==> src/sv/dup_pkg.sv <==
// ----------------------------------------------------------------------------
// dup_pkg
// Types, constants and character classifiers shared by the payload decoder.
// ----------------------------------------------------------------------------
package dup_pkg;

  localparam logic [7:0] PCT_CHAR     = 8'h25;
  localparam int         B64_BITS     = 6;
  localparam int         BYTE_BITS    = 8;
  localparam int         MAX_RESULTS  = 3;

  localparam logic [1:0] ESC_NONE  = 2'd0;
  localparam logic [1:0] ESC_PCT   = 2'd1;
  localparam logic [1:0] ESC_DIGIT = 2'd2;

  localparam logic MODE_PERCENT = 1'b0;
  localparam logic MODE_BASE64  = 1'b1;

  typedef struct packed {
    logic [11:0] bit_buffer;
    logic [3:0]  bit_count;
    logic [1:0]  escape_stage;
    logic [7:0]  held_char;
  } dup_state_t;

  typedef struct packed {
    logic [1:0]                      count;
    logic [MAX_RESULTS-1:0][7:0]     bytes;
  } dup_group_t;

  typedef struct packed {
    logic       valid;
    logic [3:0] value;
  } dup_hex_t;

  typedef struct packed {
    logic       valid;
    logic [5:0] value;
  } dup_b64_t;

  function automatic dup_hex_t hex_digit(input logic [7:0] c);
    dup_hex_t r;
    r.valid = 1'b1;
    r.value = 4'd0;
    if (c >= 8'h30 && c <= 8'h39) begin
      r.value = 4'(c - 8'h30);
    end else if (c >= 8'h61 && c <= 8'h66) begin
      r.value = 4'(c - 8'h61 + 8'd10);
    end else if (c >= 8'h41 && c <= 8'h46) begin
      r.value = 4'(c - 8'h41 + 8'd10);
    end else begin
      r.valid = 1'b0;
    end
    return r;
  endfunction

  function automatic dup_b64_t b64_value(input logic [7:0] c);
    dup_b64_t r;
    r.valid = 1'b1;
    r.value = 6'd0;
    if (c >= 8'h41 && c <= 8'h5A) begin
      r.value = 6'(c - 8'h41);
    end else if (c >= 8'h61 && c <= 8'h7A) begin
      r.value = 6'(c - 8'h61 + 8'd26);
    end else if (c >= 8'h30 && c <= 8'h39) begin
      r.value = 6'(c - 8'h30 + 8'd52);
    end else if (c == 8'h2B) begin
      r.value = 6'd62;
    end else if (c == 8'h2F) begin
      r.value = 6'd63;
    end else begin
      r.valid = 1'b0;
    end
    return r;
  endfunction

endpackage

==> src/sv/dup_decode.sv <==
// ----------------------------------------------------------------------------
// dup_decode
// Combinational step: one character against the current state gives the next
// state and a group of up to three decoded bytes.
// ----------------------------------------------------------------------------
module dup_decode (
  input  logic               mode,
  input  logic [7:0]         in_char,
  input  logic               in_last,
  input  dup_pkg::dup_state_t state,
  output dup_pkg::dup_state_t state_next,
  output dup_pkg::dup_group_t group
);
  import dup_pkg::*;

  dup_hex_t   hx_c;
  dup_hex_t   hx_held;
  dup_b64_t   b64;
  logic [4:0] sum;
  logic [3:0] cnt;
  logic [11:0] buf_new;
  logic       start_esc;

  always_comb begin
    hx_c      = hex_digit(in_char);
    hx_held   = hex_digit(state.held_char);
    b64       = b64_value(in_char);
    buf_new   = {state.bit_buffer[11-B64_BITS:0], b64.value};
    sum       = 5'(state.bit_count) + 5'(B64_BITS);
    cnt       = 4'(sum - 5'(BYTE_BITS));
    start_esc = (in_char == PCT_CHAR) && !in_last;

    state_next  = state;
    group.count = 2'd0;
    group.bytes = '0;

    if (mode == MODE_BASE64) begin
      if (b64.valid) begin
        state_next.bit_buffer = buf_new;
        if (sum >= 5'(BYTE_BITS)) begin
          state_next.bit_count = cnt;
          group.bytes[0]       = 8'(buf_new >> cnt);
          group.count          = 2'd1;
        end else begin
          state_next.bit_count = sum[3:0];
        end
      end
    end else begin
      state_next.escape_stage = ESC_NONE;
      case (state.escape_stage)
        ESC_PCT: begin
          if (hx_c.valid && !in_last) begin
            state_next.held_char    = in_char;
            state_next.escape_stage = ESC_DIGIT;
          end else begin
            group.bytes[0] = PCT_CHAR;
            if (start_esc) begin
              state_next.escape_stage = ESC_PCT;
              group.count             = 2'd1;
            end else begin
              group.bytes[1] = in_char;
              group.count    = 2'd2;
            end
          end
        end
        ESC_DIGIT: begin
          if (hx_held.valid && hx_c.valid) begin
            group.bytes[0] = {hx_held.value, hx_c.value};
            group.count    = 2'd1;
          end else begin
            group.bytes[0] = PCT_CHAR;
            group.bytes[1] = state.held_char;
            if (start_esc) begin
              state_next.escape_stage = ESC_PCT;
              group.count             = 2'd2;
            end else begin
              group.bytes[2] = in_char;
              group.count    = 2'd3;
            end
          end
        end
        default: begin
          if (start_esc) begin
            state_next.escape_stage = ESC_PCT;
          end else begin
            group.bytes[0] = in_char;
            group.count    = 2'd1;
          end
        end
      endcase
    end

    if (in_last) begin
      state_next = '0;
    end
  end

endmodule

==> src/sv/dup_out_group.sv <==
// ----------------------------------------------------------------------------
// dup_out_group
// Result register holding one group of decoded bytes, sent out one per cycle while the sink is ready.
// ----------------------------------------------------------------------------
module dup_out_group (
  input  logic               clk,
  input  logic               rst,
  input  logic               load,
  input  dup_pkg::dup_group_t group,
  output logic               free,
  output logic               out_valid,
  input  logic               out_ready,
  output logic [7:0]         out_byte,
  output logic               run_last
);
  import dup_pkg::*;

  logic [1:0]                  count;
  logic [1:0]                  idx;
  logic [MAX_RESULTS-1:0][7:0] bytes;
  logic                        drain;

  assign out_valid = (count != 2'd0);
  assign run_last  = (idx == count - 2'd1);
  assign out_byte  = bytes[idx];
  assign drain     = out_valid && out_ready;
  assign free      = !out_valid || (drain && run_last);

  always_ff @(posedge clk) begin
    if (rst) begin
      count <= 2'd0;
      idx   <= 2'd0;
    end else if (load) begin
      count <= group.count;
      idx   <= 2'd0;
    end else if (drain) begin
      if (run_last) begin
        count <= 2'd0;
        idx   <= 2'd0;
      end else begin
        idx <= idx + 2'd1;
      end
    end
  end

  always_ff @(posedge clk) begin
    if (load) begin
      bytes <= group.bytes;
    end
  end

  a_idx_in_range: assert property (@(posedge clk) disable iff (rst)
    out_valid |-> idx < count)
    else $error("result index beyond group size");

  a_no_load_while_busy: assert property (@(posedge clk) disable iff (rst)
    load |-> free)
    else $error("group loaded over undelivered results");

  a_stall_holds: assert property (@(posedge clk) disable iff (rst)
    out_valid && !out_ready |=> out_valid && $stable(out_byte) && $stable(run_last))
    else $error("stalled result changed");

endmodule

==> src/sv/data_url_payload_decoder.sv <==
// ----------------------------------------------------------------------------
// data_url_payload_decoder
// Base64 or percent decoder for data URL payload characters.
// ----------------------------------------------------------------------------
// One character is taken per request and a new one can be accepted every
// cycle while the result register is free. A character enters an input
// register, is decoded there and its bytes land in a result register that
// sends one byte per cycle while the sink is ready, so the rate is one
// character per cycle while each gives at most one byte; a broken percent
// escape gives up to three bytes and holds the input while they drain. The
// mode register may be written only while no character is in flight.
module data_url_payload_decoder (
  input  logic       clk,
  input  logic       rst,
  input  logic       in_valid,
  output logic       in_ready,
  input  logic [7:0] in_char,
  input  logic       in_last,
  output logic       out_valid,
  input  logic       out_ready,
  output logic [7:0] out_byte,
  output logic       run_last,
  input  logic       cfg_valid,
  output logic       cfg_ready,
  input  logic       cfg_data
);
  import dup_pkg::*;

  logic       decode_mode;
  logic       ireg_valid;
  logic [7:0] ireg_char;
  logic       ireg_last;
  dup_state_t state;
  dup_state_t state_next;
  dup_group_t group;
  logic       free;
  logic       move;

  assign cfg_ready = 1'b1;
  assign move      = ireg_valid && free;
  assign in_ready  = !ireg_valid || free;

  always_ff @(posedge clk) begin
    if (rst) begin
      decode_mode <= MODE_PERCENT;
    end else if (cfg_valid && cfg_ready) begin
      decode_mode <= cfg_data;
    end
  end

  always_ff @(posedge clk) begin
    if (rst) begin
      ireg_valid <= 1'b0;
    end else if (in_ready) begin
      ireg_valid <= in_valid;
    end
  end

  always_ff @(posedge clk) begin
    if (in_valid && in_ready) begin
      ireg_char <= in_char;
      ireg_last <= in_last;
    end
  end

  always_ff @(posedge clk) begin
    if (rst) begin
      state <= '0;
    end else if (move) begin
      state <= state_next;
    end
  end

  dup_decode u_decode (
    .mode       (decode_mode),
    .in_char    (ireg_char),
    .in_last    (ireg_last),
    .state      (state),
    .state_next (state_next),
    .group      (group)
  );

  dup_out_group u_out (
    .clk       (clk),
    .rst       (rst),
    .load      (move),
    .group     (group),
    .free      (free),
    .out_valid (out_valid),
    .out_ready (out_ready),
    .out_byte  (out_byte),
    .run_last  (run_last)
  );

  a_last_clears: assert property (@(posedge clk) disable iff (rst)
    move && ireg_last |=> state == '0)
    else $error("state not cleared after last character");

  a_input_held: assert property (@(posedge clk) disable iff (rst)
    ireg_valid && !move |=> ireg_valid && $stable(ireg_char) && $stable(ireg_last))
    else $error("pending character lost");

  a_count_range: assert property (@(posedge clk) disable iff (rst)
    state.bit_count <= 4'd10)
    else $error("bit count out of range");

endmodule

==> config.mk <==
export PLATFORM = sky130hd
export DESIGN_NAME = data_url_payload_decoder
export DESIGN_NICKNAME = d
export VERILOG_FILES = /design/src/sv/dup_pkg.sv /design/src/sv/dup_decode.sv /design/src/sv/dup_out_group.sv /design/src/sv/data_url_payload_decoder.sv
export SDC_FILE = /design/constraint.sdc
export NUM_CORES = 1
export LEC_CHECK = 0
export ABC_AREA = 1
export BUFFER_PORTS_ARGS = -buffer_cell sky130_fd_sc_hd__buf_4
export CORE_MARGIN = 2
export CORE_UTILIZATION = 49
export DETAILED_ROUTE_END_ITERATION = 12
export GPL_TIMING_DRIVEN = 0
export PLACE_DENSITY_LB_ADDON = 0.2
export SYNTH_ARGS = -nofsm -noshare
export SYNTH_HDL_FRONTEND = slang
export SYNTH_SLANG_ARGS = --single-unit
==> constraint.sdc <==
create_clock -name clk -period 3.5 [get_ports clk]
set_input_delay 0.875 -clock clk [delete_from_list [all_inputs] [get_ports clk]]
set_output_delay 0.875 -clock clk [all_outputs]
set_load 0.05 [all_outputs]
### Word-level counts from Yosys, hierarchy flattened

Index checks and enable logic that the tools add are counted.

| storage, ports and cells | value |
|---|---|
| bits in registers | 59 |
| output and inout port bits | 12 |
| memories kept | 0 |
| bits in read-only memories | 0 |
| bits in latches | 0 |
| RAM bits | 0 |
| word-level logic and storage cells | 144 |
| bits of input ports | 15 |

| cells by class | value |
|---|---|
| shifts and indexed selects | 1 |
| order comparisons | 16 |
| muxes and demuxes | 57 |
| div/mod/pow operators | 0 |
| reduce and logical (&&, ||, !) cells | 33 |
| add/subtract/negate cells | 16 |
| $mul | 0 |
| bitwise logic cells | 1 |
| equality and inequality tests | 7 |

Operator list:

| operator | number |
|---|---|
| 2-to-1 mux 8 bit | 9 |
| less-or-equal comparator 8 x 7 -> 1 bit, second input constant | 6 |
| >= comparator 8 x 7 -> 1 bit, second input constant | 4 |
| case mux 8 bit (2 select lines) | 2 |
| 2-to-1 mux 10 bit | 3 |
| 2-to-1 mux 6 bit | 5 |
| 2-to-1 mux 4 bit | 7 |
| equality test 8 x 6 -> 1 bit, second input constant | 3 |
| 2-to-1 mux 2 bit | 10 |
| 2-to-1 mux 20 bit | 1 |
| adder 4 bit, second input constant | 4 |
| binary-select mux 8 bit (select 2 bit) | 1 |
| >= comparator 8 x 6 -> 1 bit, second input constant | 2 |
| less-or-equal comparator 8 x 6 -> 1 bit, second input constant | 2 |
| 2-to-1 mux 1 bit | 16 |
| 2-to-1 mux 16 bit | 1 |
| logical AND 1 bit | 15 |
| nonzero test 2 bit | 7 |
| >> shifter 12 x 4 -> 8 bit | 1 |
| subtractor 4 x 1 -> 4 bit, second input constant | 3 |
| subtractor 6 bit, second input constant | 2 |
| case mux 2 bit (2 select lines) | 2 |
| adder 6 x 5 -> 6 bit, second input constant | 1 |
| adder 6 bit, second input constant | 1 |
| 19 further kinds | 23 |

### Depth between registers and ports, before layout

| depth | value |
|---|---|
| word-level depth | 10 |
| depth in mapped cells | 21 |

### Hierarchy

Synthesis repeated with hierarchy kept, for this count alone.

| unflattened totals | value |
|---|---|
| cells, all modules | 777 |
| area total of the unflattened synthesis | 5337.6 sq um |

By module, submodules not included:

| module | area each (sq um) | seq. area each (sq um) | instances | cells an instance |
|---|---|---|---|---|
| dup_decode | 2648.8 | 0.0 | 1 | 491 |
| data_url_payload_decoder | 1498.9 | 830.8 | 1 | 188 |
| dup_out_group | 1189.9 | 800.8 | 1 | 98 |

### Worst setup path after synthesis

No wires, ideal clock.

| path | value |
|---|---|
| path kind | flip-flop to output port |
| start | register u_out.idx[0] |
| end | output port out_byte[5] |
| path buffers | 1 |
| data arrival time | 1.930 ns |
| stages on the path, launching flop included | 5 |
| path slack | 0.695 ns |
| cells stage by stage | dfxtp_1 > clkinv_1 > clkbuf_1 > nor2_1 > o31ai_1 |

| between the ends | value |
|---|---|
| longest elaborated chain between the ends | 2 |

RTL lines:

| what | line | source |
|---|---|---|
| start, declared | dup_out_group.sv:19 | `logic [1:0] idx;` |
| start signal, assigned | dup_out_group.sv:41 | `idx <= idx + 2'd1;` |
| binary-select mux 8 bit (select 2 bit) | dup_out_group.sv:25 | `assign out_byte = bytes[idx];` |
| 2-to-1 mux 8 bit (implied by the code) | dup_out_group.sv:25 |  |
| end, declared | data_url_payload_decoder.sv:21 | `output logic [7:0] out_byte,` |

No other way between the ends. The select of a mux whose other input is x is not followed.

==> results.txt <==
----------------------------------------------------
[Global route]
  Leftover overflow at the end of global routing ... 0
  Number of global-route vias before repair ... ~3700
  Overall fraction of global-route tracks in use ... between 20 and 30%
  Pin count of the biggest net entering global routing ... 28
  Initial antenna violation count ... 0
  Global-route wire length before repair ... between 15 and 20 mm

[Timing]
  Min cycle time layout ... about 2900 ps
  F_max ... 349 MHz
  Worst slew margin relative to its limit ... between 30% and 40%
  Worst-case clock skew ... between 10 and 15 ps
  Ratio of final minimum period to clock period ... 81.9%
  Accumulated negative setup slack ... 0 ps
  Transition at the pin with the smallest max-transition slack ... about 990 ps
  Unrepaired setup endpoints after global routing ... false
  Number of endpoints failing setup at the final stage ... 0
  Number of max-slew violations in the final report ... 0
  Number of endpoints with negative hold slack in the final report ... 0

[Drt]
  Vias per inst ... 5.35
  1st-iter DRT viols ... between 200 and 300
  Average wire per cell in the routed design ... ~15 um
  Residual DRC ... 0
  Residual antenna-violating net count after detailed routing ... 0
  Via total after detailed routing ... 4010
  Drt pass-1 iters ... 5
  Total routed wirelength ... between 10 and 15 mm

[Worst hold path]
  Kind of path behind the tightest hold check ... register to register

[Clock network]
  TritonCTS Buffers ... 9
  Setup Buffers After CTS ... 0
  Number of H-tree levels ... 3
  Clock latency on the worst-skew pair ... approximately 350 ps
  Sink count of the clock tree ... 58
  CTS tree ... yes
  Deepest clock path buffer count ... 2
  Total of cells resized after clock tree synthesis ... 0
  Hold_buf cts ... 0
  Clock Root Buffer ... sky130_fd_sc_hd__clkbuf_8
  Clk pin slew, worst setup/hold paths ... 70 ps

[Finish]
  Number of nets in the layout ... 677
  Area growth from synthesis to final layout ... 12.3%
  N_diodes ... 0
  Layout Cell Area excl Fill ... roughly 4700 sq um
  Fillers ... between 800 and 900
  Final Instance Count excl. Fillers ... 750
  Final design utilization ... a little under three fifths
  Most common cell after layout, fill and taps aside ... sky130_fd_sc_hd__nand2_1
  Share of post-route cells with drive strength above 1 ... roughly 12%
  Most frequent cells in the layout ... 178 x sky130_fd_sc_hd__nand2_1, 74 x sky130_fd_sc_hd__inv_1, 61 x sky130_fd_sc_hd__nor2_1

[Placed design]
  Post-detail-place hpwl ... roughly 8.5 mm
  Placed standard-cell area ... 4520 sq um
  Number of buffers inserted by port buffering ... 25
  Last weighted congestion value of the routability-driven placer ... 0.947
  Placed Instances ... between 700 and 800

[Synthesis]
  Area of the mapped netlist ... 4200 sq um
  Seq cells post-synth ... between 50 and 60
  Post-Synthesis Net Count ... ~640
  Post-synth EDFFs ... 33
  Unique cell type count in the Yosys netlist ... 40
  Synth Area per Inst ... around 7 sq um
  Synthesized instance count ... roughly 600
  Synth warnings ... 0
  Area share of the leading cell type in the synthesized netlist ... between 20% and 30%
  Synth Flop Type ... sky130_fd_sc_hd__edfxtp_1
  Proportion of register bits with asynchronous set or reset after synthesis ... 0%
  Post-synthesis sequential area ratio ... a little over a third
  Cell taking the most area after synthesis ... sky130_fd_sc_hd__edfxtp_1
  Synth area leaders ... sky130_fd_sc_hd__edfxtp_1 24%, sky130_fd_sc_hd__nand2_1 16%, sky130_fd_sc_hd__dfxtp_1 12%

[Critical path]
  Arrival time reported for the critical path endpoint ... 2970 ps
  Worst Setup End Kind ... register
  CP startpoint kind ... register
  WS Path Type ... register to register
  CP Data Required Time ... about 3600 ps
  Largest driver fanout on the critical path ... 9

[Pwr]
  Power after layout ... between 1500 and 2000 uW
  Pwr/cell area ... around 360 nW/um^2
  Worst vdd ir ... roughly 180 uV
  Leakage power ... 0.00204 uW

[Floorplanning]
  Number of top-level design ports ... 27
  Number of standard-cell rows in the floorplan ... 33
  Height of the die ... just under 100 um
  Initial standard-cell utilization of the core ... between 50% and 60%
  CORE AREA ... roughly 8300 sq um
  Die outline area ... roughly 9300 sq um
  Horizontal extent of the die ... slightly below 100 um

[Run]
  Max Cap Violations ... 0

[Run status]
  Outcome ... finished clean

----------------------------------------------------
[synthesized netlist by cell type, types with 3 or more instances]
cell and instances:
sky130_fd_sc_hd__nand2_1 178, sky130_fd_sc_hd__inv_1 74, sky130_fd_sc_hd__nor2_1 61, sky130_fd_sc_hd__nand3_1 50, sky130_fd_sc_hd__a21oi_1 43, sky130_fd_sc_hd__edfxtp_1 33
sky130_fd_sc_hd__dfxtp_1 25, sky130_fd_sc_hd__ha_1 22, sky130_fd_sc_hd__o21ai_0 22, sky130_fd_sc_hd__o31ai_1 10, sky130_fd_sc_hd__clkbuf_1 9, sky130_fd_sc_hd__nand2_2 9
sky130_fd_sc_hd__o22ai_1 8, sky130_fd_sc_hd__nand2_4 5, sky130_fd_sc_hd__nand4_1 5, sky130_fd_sc_hd__o21ai_1 5, sky130_fd_sc_hd__buf_4 4, sky130_fd_sc_hd__inv_2 4
sky130_fd_sc_hd__buf_2 3, sky130_fd_sc_hd__clkinv_1 3, sky130_fd_sc_hd__nand3_2 3, sky130_fd_sc_hd__nor2_2 3
[path summary, 6_finish.rpt]
kind | startpoint | end | slack [ps] | cells past startpoint
setup reg to reg | ireg_char[1] | u_out.bytes[5] | 630 | 14
hold reg to reg | state[17] | state[17] | 470 | 2
setup / recovery | ireg_char[1] | u_out.bytes[5] | 630 | 14
hold / removal | state[17] | state[17] | 470 | 2
[final cells by class]
cell class	instances	area, sq um	area share [%]
flip-flops and latches	58	1490	31.6
repair buffers	25	188	3.98
inverters	81	304	6.45
well taps	105	131	2.79
multi-input cells	449	2320	49.3
clock inverters	4	22.5	0.478
clock buffers	12	176	3.74
plain buffers	16	78.8	1.67
[routing by layer]
metal  wire (um)  up-vias  GRT usage, %
li1            -     2037             -
met1        5070     1848          33.2
met2        5300      102          42.2
met3         513       23          4.11
met4         248        0          9.86
met5           0        -             0
[cells by family (layout without fill, tap and decap cells)]
family	after synthesis	count (layout)	synth area share, %
compound gates	98	98	13.4
buf+inv	97	138	9.12
simple gates	325	325	34.6
other cells	1	1	0.0894
xor+xnor	3	3	0.626
fa+ha+maj	22	22	6.56
flops	58	58	35.5
[report_power, final]
part | internal [uW] | switching, uW | leakage (uW) | total (uW)
registers | 747 | 18.0 | 0.000520 | 765
logic | 95.2 | 220 | 0.00141 | 315
clock network | 335 | 283 | 0.000103 | 618
[registers in the layout (all words and copies together) (netlist names)]
signal       count
ireg_char        8
u_out.bytes     24
ireg_last        1
state           19
u_out.idx        2
decode_mode      1
ireg_valid       1
u_out.count      2
[stage by stage]
stage	hold WS (ps)	setup slack [ps]
after floorplan	440	695
after global placement	451	716
after detailed placement	454	659
after CTS	463	636
after global routing	493	406
final	467	634
[critical path, cell delays in order, from the launching register on]
cell and delay [ps]:
sky130_fd_sc_hd__edfxtp_1 560, sky130_fd_sc_hd__inv_1 190, sky130_fd_sc_hd__ha_1 240, sky130_fd_sc_hd__inv_1 90
sky130_fd_sc_hd__nand2_1 120, sky130_fd_sc_hd__nand3_1 140, sky130_fd_sc_hd__nand2_1 60, sky130_fd_sc_hd__nand2_1 100
sky130_fd_sc_hd__nand4_1 150, sky130_fd_sc_hd__nand3_2 170, sky130_fd_sc_hd__nand2_4 110, sky130_fd_sc_hd__nand2_2 190
sky130_fd_sc_hd__nand3_2 130, sky130_fd_sc_hd__o21ai_0 260, sky130_fd_sc_hd__nand2_1 90
(Power assumes the default switching activity.)
